## config.mk

```make
export PLATFORM = sky130hd
export DESIGN_NAME = packet_id_gap_tracker_unit
export DESIGN_NICKNAME = d
export VERILOG_FILES = /design/src/design/pgt_pkg.sv /design/src/design/packet_id_gap_tracker_unit.sv /design/src/design/pgt_front.sv /design/src/design/pgt_back.sv /design/src/design/pgt_res_fifo.sv
export VERILOG_INCLUDE_DIRS = /design/src /design/src/design
export SDC_FILE = /design/constraint.sdc
export NUM_CORES = 1
export LEC_CHECK = 0
export BUFFER_PORTS_ARGS = -buffer_cell sky130_fd_sc_hd__clkbuf_2
export CORE_MARGIN = 1
export CORE_UTILIZATION = 35
export CTS_CLUSTER_SIZE = 28
export DETAILED_ROUTE_END_ITERATION = 8
export GPL_TIMING_DRIVEN = 1
export SLEW_MARGIN = 20
export SYNTH_ARGS = -nofsm -noshare
export SYNTH_HDL_FRONTEND = slang
export SYNTH_SLANG_ARGS = --single-unit
export TNS_END_PERCENT = 20
```

## constraint.sdc

```tcl
create_clock -name clk -period 14.9 [get_ports clk]
set_input_delay 4.47 -clock clk [delete_from_list [all_inputs] [get_ports clk]]
set_output_delay 4.47 -clock clk [all_outputs]
set_load 0.01 [all_outputs]
```

## src/design/packet_id_gap_tracker_unit_assert.svh

```systemverilog
// assertion macros used by the packet id gap tracker back end
`ifndef PACKET_ID_GAP_TRACKER_UNIT_ASSERT_SVH
`define PACKET_ID_GAP_TRACKER_UNIT_ASSERT_SVH
`ifndef NO_ASSERTIONS
// property that must hold at every edge outside reset
`define PGT_ASSERT(lbl, ck, rn, prop) \
  lbl: assert property (@(posedge ck) disable iff (!rn) (prop)) \
    else $error("pgt assertion failed");
// cause in one cycle, effect in the next
`define PGT_ASSERT_NEXT(lbl, ck, rn, pre, post) \
  lbl: assert property (@(posedge ck) disable iff (!rn) (pre) |=> (post)) \
    else $error("pgt assertion failed");
`else
`define PGT_ASSERT(lbl, ck, rn, prop)
`define PGT_ASSERT_NEXT(lbl, ck, rn, pre, post)
`endif
`endif

```

## src/design/pgt_pkg.sv

```systemverilog
// shared types, constants and codes of the packet id gap tracker
package pgt_pkg;

  localparam int ID_SPACE_DEF = 256;
  localparam int BYTE_W       = 8;
  localparam int POS_W        = 9;
  localparam int SCAN_W       = 32;
  localparam int LOG_W        = $clog2(SCAN_W);
  localparam int RANGE_MIN    = 3;
  localparam int Q_DEPTH      = 2;
  localparam int Q_AW         = $clog2(Q_DEPTH);

  localparam logic [BYTE_W-1:0] MASK_RESET = 8'd63;

  localparam logic REQ_RECORD  = 1'b0;
  localparam logic REQ_REPORT  = 1'b1;
  localparam logic CLS_CONTROL = 1'b0;
  localparam logic CLS_DATA    = 1'b1;

  typedef struct packed {
    logic              req_type;
    logic              packet_class;
    logic [BYTE_W-1:0] header_byte;
    logic [BYTE_W-1:0] packet_id;
    logic [POS_W-1:0]  start_index;
    logic              in_range;
  } cmd_t;

  typedef struct packed {
    logic [BYTE_W-1:0] payload_length;
    logic              gap_found;
    logic [BYTE_W-1:0] gap_low;
    logic [BYTE_W-1:0] gap_high;
    logic [POS_W-1:0]  resume_index;
    logic [BYTE_W-1:0] largest_payload;
    logic [BYTE_W-1:0] highest_seen;
  } res_t;

  typedef enum logic [1:0] {
    BK_IDLE,
    BK_ZERO,
    BK_ONE
  } bk_state_t;

endpackage

```

## src/design/packet_id_gap_tracker_unit.sv

```systemverilog
// path: a record goes through the front queue and the back end into the result queue, both queues registered
// path: a report starting below the highest id also scans the bitmap one 32-id chunk per cycle
// throughput: one record per cycle unless the result queue is full or a report scan is running
// the chunk scanner in the back end sets the report rate
// reset: bitmaps, payload maximum, highest ids and queues clear at once, mask goes to 63
module packet_id_gap_tracker_unit #(
  parameter int ID_SPACE = pgt_pkg::ID_SPACE_DEF
) (
  input  logic                       clk,
  input  logic                       rst_n,
  // request channel
  input  logic                       push,
  output logic                       full,
  input  logic                       in_req_type,
  input  logic                       in_packet_class,
  input  logic [pgt_pkg::BYTE_W-1:0] in_header_byte,
  input  logic [pgt_pkg::BYTE_W-1:0] in_packet_id,
  input  logic [pgt_pkg::POS_W-1:0]  in_start_index,
  // result channel
  output logic                       empty,
  input  logic                       pop,
  output logic [pgt_pkg::BYTE_W-1:0] out_payload_length,
  output logic                       out_gap_found,
  output logic [pgt_pkg::BYTE_W-1:0] out_gap_low,
  output logic [pgt_pkg::BYTE_W-1:0] out_gap_high,
  output logic [pgt_pkg::POS_W-1:0]  out_resume_index,
  output logic [pgt_pkg::BYTE_W-1:0] out_largest_payload,
  output logic [pgt_pkg::BYTE_W-1:0] out_highest_seen,
  // configuration write channel
  input  logic                       cfg_valid,
  output logic                       cfg_ready,
  input  logic [pgt_pkg::BYTE_W-1:0] cfg_payload_mask
);
  import pgt_pkg::*;

  cmd_t cmd;
  res_t res_in, res_out;
  logic cmd_valid, cmd_pop;
  logic res_push, res_full;

  // mask register lives in the back end and takes a write every cycle
  assign cfg_ready = 1'b1;

  // front: classify requests and buffer them
  pgt_front #(
    .ID_SPACE (ID_SPACE)
  ) u_front (
    .clk          (clk),
    .rst_n        (rst_n),
    .push         (push),
    .full         (full),
    .req_type     (in_req_type),
    .packet_class (in_packet_class),
    .header_byte  (in_header_byte),
    .packet_id    (in_packet_id),
    .start_index  (in_start_index),
    .cmd_valid    (cmd_valid),
    .cmd          (cmd),
    .cmd_pop      (cmd_pop)
  );

  // back: records update the maps directly, reports walk the bitmap a chunk per cycle
  pgt_back #(
    .ID_SPACE (ID_SPACE)
  ) u_back (
    .clk       (clk),
    .rst_n     (rst_n),
    .cfg_we    (cfg_valid && cfg_ready),
    .cfg_mask  (cfg_payload_mask),
    .cmd_valid (cmd_valid),
    .cmd       (cmd),
    .cmd_pop   (cmd_pop),
    .res_full  (res_full),
    .res_push  (res_push),
    .res       (res_in)
  );

  // results wait here so the back end keeps going while the consumer stalls, until the queue fills
  pgt_res_fifo u_res_fifo (
    .clk      (clk),
    .rst_n    (rst_n),
    .res_push (res_push),
    .res_in   (res_in),
    .res_full (res_full),
    .empty    (empty),
    .pop      (pop),
    .res_out  (res_out)
  );

  // oldest waiting transaction onto the result ports
  assign out_payload_length  = res_out.payload_length;
  assign out_gap_found       = res_out.gap_found;
  assign out_gap_low         = res_out.gap_low;
  assign out_gap_high        = res_out.gap_high;
  assign out_resume_index    = res_out.resume_index;
  assign out_largest_payload = res_out.largest_payload;
  assign out_highest_seen    = res_out.highest_seen;

endmodule

```

## src/design/pgt_front.sv

```systemverilog
// front end: classifies incoming requests and queues them for the back end
module pgt_front #(
  parameter int ID_SPACE = pgt_pkg::ID_SPACE_DEF
) (
  input  logic                      clk,
  input  logic                      rst_n,
  input  logic                      push,
  output logic                      full,
  input  logic                      req_type,
  input  logic                      packet_class,
  input  logic [pgt_pkg::BYTE_W-1:0] header_byte,
  input  logic [pgt_pkg::BYTE_W-1:0] packet_id,
  input  logic [pgt_pkg::POS_W-1:0]  start_index,
  output logic                      cmd_valid,
  output pgt_pkg::cmd_t             cmd,
  input  logic                      cmd_pop
);
  import pgt_pkg::*;

  cmd_t            slot_r [Q_DEPTH];
  cmd_t            cmd_in;
  logic [Q_AW-1:0] wp_r, rp_r;
  logic [Q_AW:0]   cnt_r, cnt_nxt;
  logic            wr, rd;

  // ids outside the map are flagged here so the back end skips the bitmap
  always_comb begin
    cmd_in.req_type     = req_type;
    cmd_in.packet_class = packet_class;
    cmd_in.header_byte  = header_byte;
    cmd_in.packet_id    = packet_id;
    cmd_in.start_index  = start_index;
    cmd_in.in_range     = (int'(packet_id) < ID_SPACE);
  end

  assign full      = (cnt_r == (Q_AW+1)'(Q_DEPTH));
  assign cmd_valid = (cnt_r != '0);
  assign cmd       = slot_r[rp_r];
  assign wr        = push && !full;
  assign rd        = cmd_pop && cmd_valid;

  always_comb begin
    cnt_nxt = cnt_r;
    if (wr && !rd) begin
      cnt_nxt = cnt_r + 1'b1;
    end else if (rd && !wr) begin
      cnt_nxt = cnt_r - 1'b1;
    end
  end

  always_ff @(posedge clk) begin
    if (!rst_n) begin
      wp_r  <= '0;
      rp_r  <= '0;
      cnt_r <= '0;
    end else begin
      if (wr) begin
        wp_r <= wp_r + 1'b1;
      end
      if (rd) begin
        rp_r <= rp_r + 1'b1;
      end
      cnt_r <= cnt_nxt;
    end
  end

  always_ff @(posedge clk) begin
    if (wr) begin
      slot_r[wp_r] <= cmd_in;
    end
  end

endmodule

```

## src/design/pgt_back.sv

```systemverilog
// back end: bitmaps, payload maximum and chunked gap scanner
`include "packet_id_gap_tracker_unit_assert.svh"
module pgt_back #(
  parameter int ID_SPACE = pgt_pkg::ID_SPACE_DEF
) (
  input  logic                       clk,
  input  logic                       rst_n,
  input  logic                       cfg_we,
  input  logic [pgt_pkg::BYTE_W-1:0] cfg_mask,
  input  logic                       cmd_valid,
  input  pgt_pkg::cmd_t              cmd,
  output logic                       cmd_pop,
  input  logic                       res_full,
  output logic                       res_push,
  output pgt_pkg::res_t              res
);
  import pgt_pkg::*;

  localparam int IDX_W = (ID_SPACE > 1) ? $clog2(ID_SPACE) : 1;

  logic [ID_SPACE-1:0] ctrl_map_r, data_map_r, scan_map;
  logic [BYTE_W-1:0]   max_r, max_nxt, mask_r;
  logic [BYTE_W-1:0]   ctrl_hi_r, data_hi_r, sel_hi, new_hi, hi_r, hi_nxt;
  bk_state_t           state_r, state_nxt;
  logic [POS_W-1:0]    pos_r, pos_nxt, zlo_r, zlo_nxt;
  logic                cls_r, cls_nxt;
  logic                rec_we;
  logic [BYTE_W-1:0]   plen;
  logic [POS_W-1:0]    base, cand, hi_ext, gap_len, cand_m1, zlo_p1;
  logic [POS_W:0]      next_base;
  logic [SCAN_W-1:0]   chunk, keep, srch;
  logic [LOG_W:0]      hit_enc;
  logic                hit;
  logic [IDX_W-1:0]    pid_idx;

  // reads one scan chunk; positions past the map read as unseen
  function automatic logic [SCAN_W-1:0] get_chunk(input logic [ID_SPACE-1:0] m,
                                                   input logic [POS_W-1:0] b0);
    int unsigned       idx;
    logic [SCAN_W-1:0] v;
    v = '0;
    for (int b = 0; b < SCAN_W; b++) begin
      idx = int'(b0) + b;
      if (idx < ID_SPACE) begin
        v[b] = m[IDX_W'(idx)];
      end
    end
    return v;
  endfunction

  // lowest set bit, msb of the result flags a hit
  function automatic logic [LOG_W:0] first_hit(input logic [SCAN_W-1:0] v);
    logic [LOG_W:0] r;
    r = '0;
    for (int b = SCAN_W - 1; b >= 0; b--) begin
      if (v[b]) begin
        r = {1'b1, LOG_W'(b)};
      end
    end
    return r;
  endfunction

  // record path
  assign sel_hi  = (cmd.packet_class == CLS_DATA) ? data_hi_r : ctrl_hi_r;
  assign plen    = (cmd.packet_class == CLS_DATA) ? (cmd.header_byte & mask_r) : '0;
  assign max_nxt = (plen > max_r) ? plen : max_r;
  assign new_hi  = (cmd.in_range && (cmd.packet_id > sel_hi)) ? cmd.packet_id : sel_hi;
  assign pid_idx = IDX_W'(cmd.packet_id);

  // scan path
  assign scan_map  = cls_r ? data_map_r : ctrl_map_r;
  assign base      = {pos_r[POS_W-1:LOG_W], {LOG_W{1'b0}}};
  assign chunk     = get_chunk(scan_map, base);
  assign keep      = {SCAN_W{1'b1}} << pos_r[LOG_W-1:0];
  assign srch      = (state_r == BK_ZERO) ? (~chunk & keep) : (chunk & keep);
  assign hit_enc   = first_hit(srch);
  assign hit       = hit_enc[LOG_W];
  assign cand      = base + POS_W'(hit_enc[LOG_W-1:0]);
  assign next_base = {1'b0, base} + (POS_W+1)'(SCAN_W);
  assign hi_ext    = POS_W'(hi_r);
  assign gap_len   = cand - zlo_r;
  assign cand_m1   = cand - POS_W'(1);
  assign zlo_p1    = zlo_r + POS_W'(1);

  always_comb begin
    state_nxt = state_r;
    pos_nxt   = pos_r;
    zlo_nxt   = zlo_r;
    cls_nxt   = cls_r;
    hi_nxt    = hi_r;
    cmd_pop   = 1'b0;
    res_push  = 1'b0;
    rec_we    = 1'b0;
    res       = '0;
    unique case (state_r)
      BK_IDLE: begin
        if (cmd_valid && !res_full) begin
          cmd_pop = 1'b1;
          if (cmd.req_type == REQ_RECORD) begin
            rec_we                = 1'b1;
            res_push              = 1'b1;
            res.payload_length    = plen;
            res.largest_payload   = max_nxt;
            res.highest_seen      = new_hi;
          end else if (POS_W'(sel_hi) > cmd.start_index) begin
            state_nxt = BK_ZERO;
            pos_nxt   = cmd.start_index;
            cls_nxt   = cmd.packet_class;
            hi_nxt    = sel_hi;
          end else begin
            res_push            = 1'b1;
            res.resume_index    = cmd.start_index;
            res.largest_payload = max_r;
            res.highest_seen    = sel_hi;
          end
        end
      end
      BK_ZERO: begin
        if (hit && (cand < hi_ext)) begin
          zlo_nxt   = cand;
          pos_nxt   = cand + POS_W'(1);
          state_nxt = BK_ONE;
        end else if (next_base > {1'b0, hi_ext}) begin
          res_push            = 1'b1;
          res.resume_index    = hi_ext;
          res.largest_payload = max_r;
          res.highest_seen    = hi_r;
          state_nxt           = BK_IDLE;
        end else begin
          pos_nxt = next_base[POS_W-1:0];
        end
      end
      BK_ONE: begin
        if (hit) begin
          res_push            = 1'b1;
          res.gap_found       = 1'b1;
          res.gap_low         = zlo_r[BYTE_W-1:0];
          res.largest_payload = max_r;
          res.highest_seen    = hi_r;
          if (gap_len >= POS_W'(RANGE_MIN)) begin
            res.gap_high     = cand_m1[BYTE_W-1:0];
            res.resume_index = cand;
          end else begin
            res.gap_high     = zlo_r[BYTE_W-1:0];
            res.resume_index = zlo_p1;
          end
          state_nxt = BK_IDLE;
        end else begin
          pos_nxt = next_base[POS_W-1:0];
        end
      end
      default: begin
        state_nxt = BK_IDLE;
      end
    endcase
  end

  always_ff @(posedge clk) begin
    if (!rst_n) begin
      state_r    <= BK_IDLE;
      ctrl_map_r <= '0;
      data_map_r <= '0;
      max_r      <= '0;
      ctrl_hi_r  <= '0;
      data_hi_r  <= '0;
      mask_r     <= MASK_RESET;
    end else begin
      state_r <= state_nxt;
      if (cfg_we) begin
        mask_r <= cfg_mask;
      end
      if (rec_we) begin
        max_r <= max_nxt;
        if (cmd.packet_class == CLS_CONTROL) begin
          ctrl_hi_r <= new_hi;
          if (cmd.in_range) begin
            ctrl_map_r[pid_idx] <= 1'b1;
          end
        end else begin
          data_hi_r <= new_hi;
          if (cmd.in_range) begin
            data_map_r[pid_idx] <= 1'b1;
          end
        end
      end
    end
  end

  always_ff @(posedge clk) begin
    pos_r <= pos_nxt;
    zlo_r <= zlo_nxt;
    cls_r <= cls_nxt;
    hi_r  <= hi_nxt;
  end

  `PGT_ASSERT(a_no_res_overflow, clk, rst_n, !(res_push && res_full))
  `PGT_ASSERT(a_no_pop_mid_scan, clk, rst_n, !((state_r != BK_IDLE) && cmd_pop))
  `PGT_ASSERT(a_gap_below_high, clk, rst_n, !((state_r == BK_ONE) && (zlo_r >= hi_ext)))
  `PGT_ASSERT(a_zero_scan_bound, clk, rst_n, !((state_r == BK_ZERO) && (pos_r > hi_ext)))
  `PGT_ASSERT_NEXT(a_max_monotonic, clk, rst_n, 1'b1, max_r >= $past(max_r))

endmodule

```

## src/design/pgt_res_fifo.sv

```systemverilog
// result queue between the back end and the output ports
module pgt_res_fifo (
  input  logic          clk,
  input  logic          rst_n,
  input  logic          res_push,
  input  pgt_pkg::res_t res_in,
  output logic          res_full,
  output logic          empty,
  input  logic          pop,
  output pgt_pkg::res_t res_out
);
  import pgt_pkg::*;

  res_t            slot_r [Q_DEPTH];
  logic [Q_AW-1:0] wp_r, rp_r;
  logic [Q_AW:0]   cnt_r, cnt_nxt;
  logic            rd;

  assign res_full = (cnt_r == (Q_AW+1)'(Q_DEPTH));
  assign empty    = (cnt_r == '0);
  assign res_out  = slot_r[rp_r];
  assign rd       = pop && !empty;

  always_comb begin
    cnt_nxt = cnt_r;
    if (res_push && !rd) begin
      cnt_nxt = cnt_r + 1'b1;
    end else if (rd && !res_push) begin
      cnt_nxt = cnt_r - 1'b1;
    end
  end

  always_ff @(posedge clk) begin
    if (!rst_n) begin
      wp_r  <= '0;
      rp_r  <= '0;
      cnt_r <= '0;
    end else begin
      if (res_push) begin
        wp_r <= wp_r + 1'b1;
      end
      if (rd) begin
        rp_r <= rp_r + 1'b1;
      end
      cnt_r <= cnt_nxt;
    end
  end

  always_ff @(posedge clk) begin
    if (res_push) begin
      slot_r[wp_r] <= res_in;
    end
  end

endmodule

```

==> impl_metrics.toml <==
[outcome]
status = "finished clean"

[clocking]
clock_latency_ns = 0.66
cts_tree = "done"
cts_resized = 0
numClockSinks = 737
clk_pin_slew_ns = 0.06
postCtsSetupRepairBufs = 0
clock_path_buffers = 3
clock-root-buffer = "clkbuf_16"
numCtsBuffers = 79
htreeDepth = 3
cts_hold_buf = 0

[timing]
max_freq_mhz = 131
rsz0062_at_grt = "false"
setup_violations = 0
maxSlewHeadroom_pct = 7.79
clock_skew_ns = 0.0359
tightest_slew_ns = 1.38
period_minus_slack_ns = 7.64
fin_crit_sh_pct = 51.3
timing.final.hold_violations = 0
tns_ns = 0
maxSlewViolCount = 0

[place]
io_buffers = 91
routabilityCongestion = 0.961
dp_hpwl_um = 64600

[synthesis]
async_reset_ff_share_pct = 0
ys_types = 92
avgSynthCellArea_um2 = 10.2
synth_fp_nets = 3404
ys_ff_latch = 737
synth_edf_count = 181
ys_dominant_reg_cell = "dfxtp_1"
synth_warnings = 0
synth-seq-area-share_pct = 48.9
syn_inst = 3311
syn_area_um2 = 33900

[global_routing]
grt_pass1_wl_um = 154000
gr-total-overflow = 0
grt_usage_pct = 20.7
grt_max_degree = 244
grt_pass1_vias = 23700
grt_antenna_before_repair = 1

[setup_path]
crit_type = "flip-flop to flip-flop"
crit_chain = "buf_4, buf_4, nor3b_1, a22o_1, a31oi_1, mux2i_1, or4b_1, or3_1, nand2b_1, inv_1, ha_1, and2_1, nand2_1, nor2_1, o211a_1, nor2_1, a211oi_4, buf_4"
r2r-start = "u_back.pos_r[5]"
arrival_ns = 7.90
crit_slowest_cell = "nor3b_1"
startpoint_type = "flip-flop"
reg2reg_depth = 18
required_ns = 15.16
crit_end = "u_res_fifo.slot_r[1][30]"
critical_path.most_common_cell = "buf_4"
r2r_slack_ns = 7.26
setup.worst_path.start = "u_back.pos_r[5]"
cpPeakStageDelay_ns = 0.81
r2r_end = "u_res_fifo.slot_r[1][30]"
endpoint_kind = "flip-flop"
crit_fanout = 50

[routing]
drt_pre_antenna_iters = 5
wl_per_cell_um = 22.2
wl_um = 103000
drc = 0
num_vias = 25300
dr.first_iter.drc_count = 2460
ant_nets = 0
via_per_inst = 5.45

[cells_and_area]
drive_above_1_share_pct = 13.4
syn_to_final_growth_pct = 12.3
finalNetCount = 3405
antenna_cells = 0
fillCellCount = 9341

[power_and_ir_drop]
power_frac_clock_pct = 30.8
seqPwrFrac_pct = 35.3
ir_worst_vdd_mv = 0.130
p_per_area_nw_per_um2 = 173
total_power_mw = 6.60
p_leak_nw = 13.9
switching_share_pct = 36.1
cellInternalPower_mw = 4.21
p_comb_share_pct = 33.9
p_switching_mw = 2.39

[floorplanning]
pin_count = 93
core_um2 = 95400
rows = 113
die-area_um2 = 98100
start_util_pct = 35.5
die_x_um = 313
die_h_um = 313

[hold_path]
hp-class = "flip-flop to flip-flop"

[flow_run]
cap_viol_max_count = 0
synth_stat cells, types with 9 or more instances:
| cell | number | share of area [%] |
|---|---|---|
| o22a_1 | 9 | 0.23 |
| mux2_2 | 68 | 2.3 |
| or3_1 | 14 | 0.26 |
| edfxtp_1 | 181 | 16 |
| mux4_2 | 68 | 4.5 |
| a22o_1 | 13 | 0.34 |
| a31oi_1 | 13 | 0.24 |
| a21oi_1 | 59 | 0.87 |
| buf_1 | 10 | 0.11 |
| xnor2_1 | 31 | 0.80 |
| a221oi_1 | 10 | 0.26 |
| mux2i_1 | 186 | 5.5 |
| nand4_1 | 13 | 0.24 |
| nand3_1 | 77 | 1.1 |
| nand2_1 | 127 | 1.4 |
| nor3b_1 | 12 | 0.27 |
| o21ai_0 | 45 | 0.66 |
| o21a_1 | 528 | 12 |
| buf_2 | 14 | 0.21 |
| and3_1 | 30 | 0.55 |
| a22oi_1 | 61 | 1.4 |
| o22ai_1 | 20 | 0.37 |
| and2_1 | 23 | 0.42 |
| nor3_1 | 26 | 0.38 |
| nor2_1 | 616 | 6.8 |
| inv_1 | 67 | 0.74 |
| clkbuf_1 | 159 | 1.8 |
| a211oi_1 | 9 | 0.20 |
| buf_4 | 20 | 0.44 |
| buf_6 | 12 | 0.40 |
| ha_1 | 52 | 1.9 |
| dfxtp_1 | 556 | 33 |
| nor2b_1 | 33 | 0.61 |
worst max-delay path, delay by kind of cell, from the launching register on:
kind	cells	cell delay (ns)
and+or+nand+nor	8	3.12
buffers and inverters	4	2.07
AOI/OAI and AO/OA	4	1.20
DFF	1	0.35
muxes	1	0.22
adders and majority gates	1	0.16
layout make-up:
type | count | area (um^2) | area share (%)
Sequential cell | 737 | 16600 | 43.5
Multi-Input combinational cell | 2278 | 16000 | 42.1
Clock buffer | 121 | 2340 | 6.15
Tap cell | 1265 | 1580 | 4.16
Timing Repair Buffer | 145 | 908 | 2.39
Clock inverter | 27 | 364 | 0.957
Inverter | 71 | 272 | 0.713
per-layer routing:
layer	vias to the layer above	wire length (um)	global-route usage [%]
met4	0	3150	6.60
met2	803	47800	33.3
met1	12500	46500	28.8
li1	11900	-	-
met5	-	0	0
met3	157	5830	2.75
per-stage QoR:
step                      hold WS (ns)  cell area [um^2]  std cells  utilization (%)  setup slack [ns]
final                            0.460             38100       4644             39.9              7.26
after global routing             0.472             38100       4644             39.9              6.81
after CTS                        0.462             38100       4644             39.9              7.34
after detailed placement         0.448             35300       4496             37.0              7.35
after global placement           0.439             35300       4496             37.0              7.38
after floorplan                  0.432             33900       3311                -              6.57
kinds of logic after synthesis:
| kind of cell | after synthesis | share of synthesized area, % |
|---|---|---|
| flops | 737 | 48.9 |
| fa+ha+maj | 53 | 1.98 |
| xor+xnor | 35 | 0.905 |
| other cells | 1 | 0.0111 |
| simple gates | 1011 | 13.0 |
| mux | 326 | 12.6 |
| buf+inv | 296 | 4.17 |
| compound gates | 852 | 18.5 |
registers in the layout, summed over array words and instances, names as in the netlist, 2 cells and up, named ones only:
| name | cells |
|---|---|
| u_back.ctrl_map_r | 256 |
| u_back.pos_r | 9 |
| u_back.data_hi_r | 8 |
| u_res_fifo.cnt_r | 2 |
| u_back.ctrl_hi_r | 8 |
| u_back.state_r | 2 |
| u_back.zlo_r | 9 |
| u_back.max_r | 8 |
| u_front.cnt_r | 2 |
| u_front.slot_r | 54 |
| u_back.data_map_r | 256 |
| u_back.mask_r | 8 |
| u_back.hi_r | 8 |
| u_res_fifo.slot_r | 100 |
placed cells by master (no fill, tap or decap), types with 51 or more instances in the layout:
master,count
clkbuf_16,81
mux2_2,68
o21a_1,528
buf_4,51
clkbuf_2,90
mux2i_1,186
nand3_1,68
a21oi_1,59
a22oi_1,61
nand2_1,125
edfxtp_1,181
mux4_2,68
inv_1,67
ha_1,52
dfxtp_1,555
nor2_1,611
how the worst min path moves through the flow:
stage | startpoint | end | slack, ns | cells after the start
finish | u_back.data_map_r[196] | u_back.data_map_r[196] | 0.46 | 1
global route | u_back.data_map_r[120] | u_back.data_map_r[120] | 0.47 | 1
CTS | u_back.data_map_r[181] | u_back.data_map_r[181] | 0.46 | 1
detailed placement | u_back.ctrl_map_r[182] | u_back.ctrl_map_r[182] | 0.45 | 1
global placement | u_back.ctrl_map_r[192] | u_back.ctrl_map_r[192] | 0.44 | 1
floorplan | u_back.ctrl_map_r[51] | u_back.ctrl_map_r[51] | 0.43 | 1
power by group through the flow:
stage	registers, mW	clock network, mW	logic [mW]
2_1_floorplan	2.35	0	1.53
3_3_place_gp	2.37	0	2.22
3_5_place_dp	2.37	0	2.21
4_1_cts	2.33	2.07	2.22
5_1_grt	2.34	2.15	2.40
6_report	2.33	2.04	2.23
No activity file was read; power rests on OpenSTA's default activity.
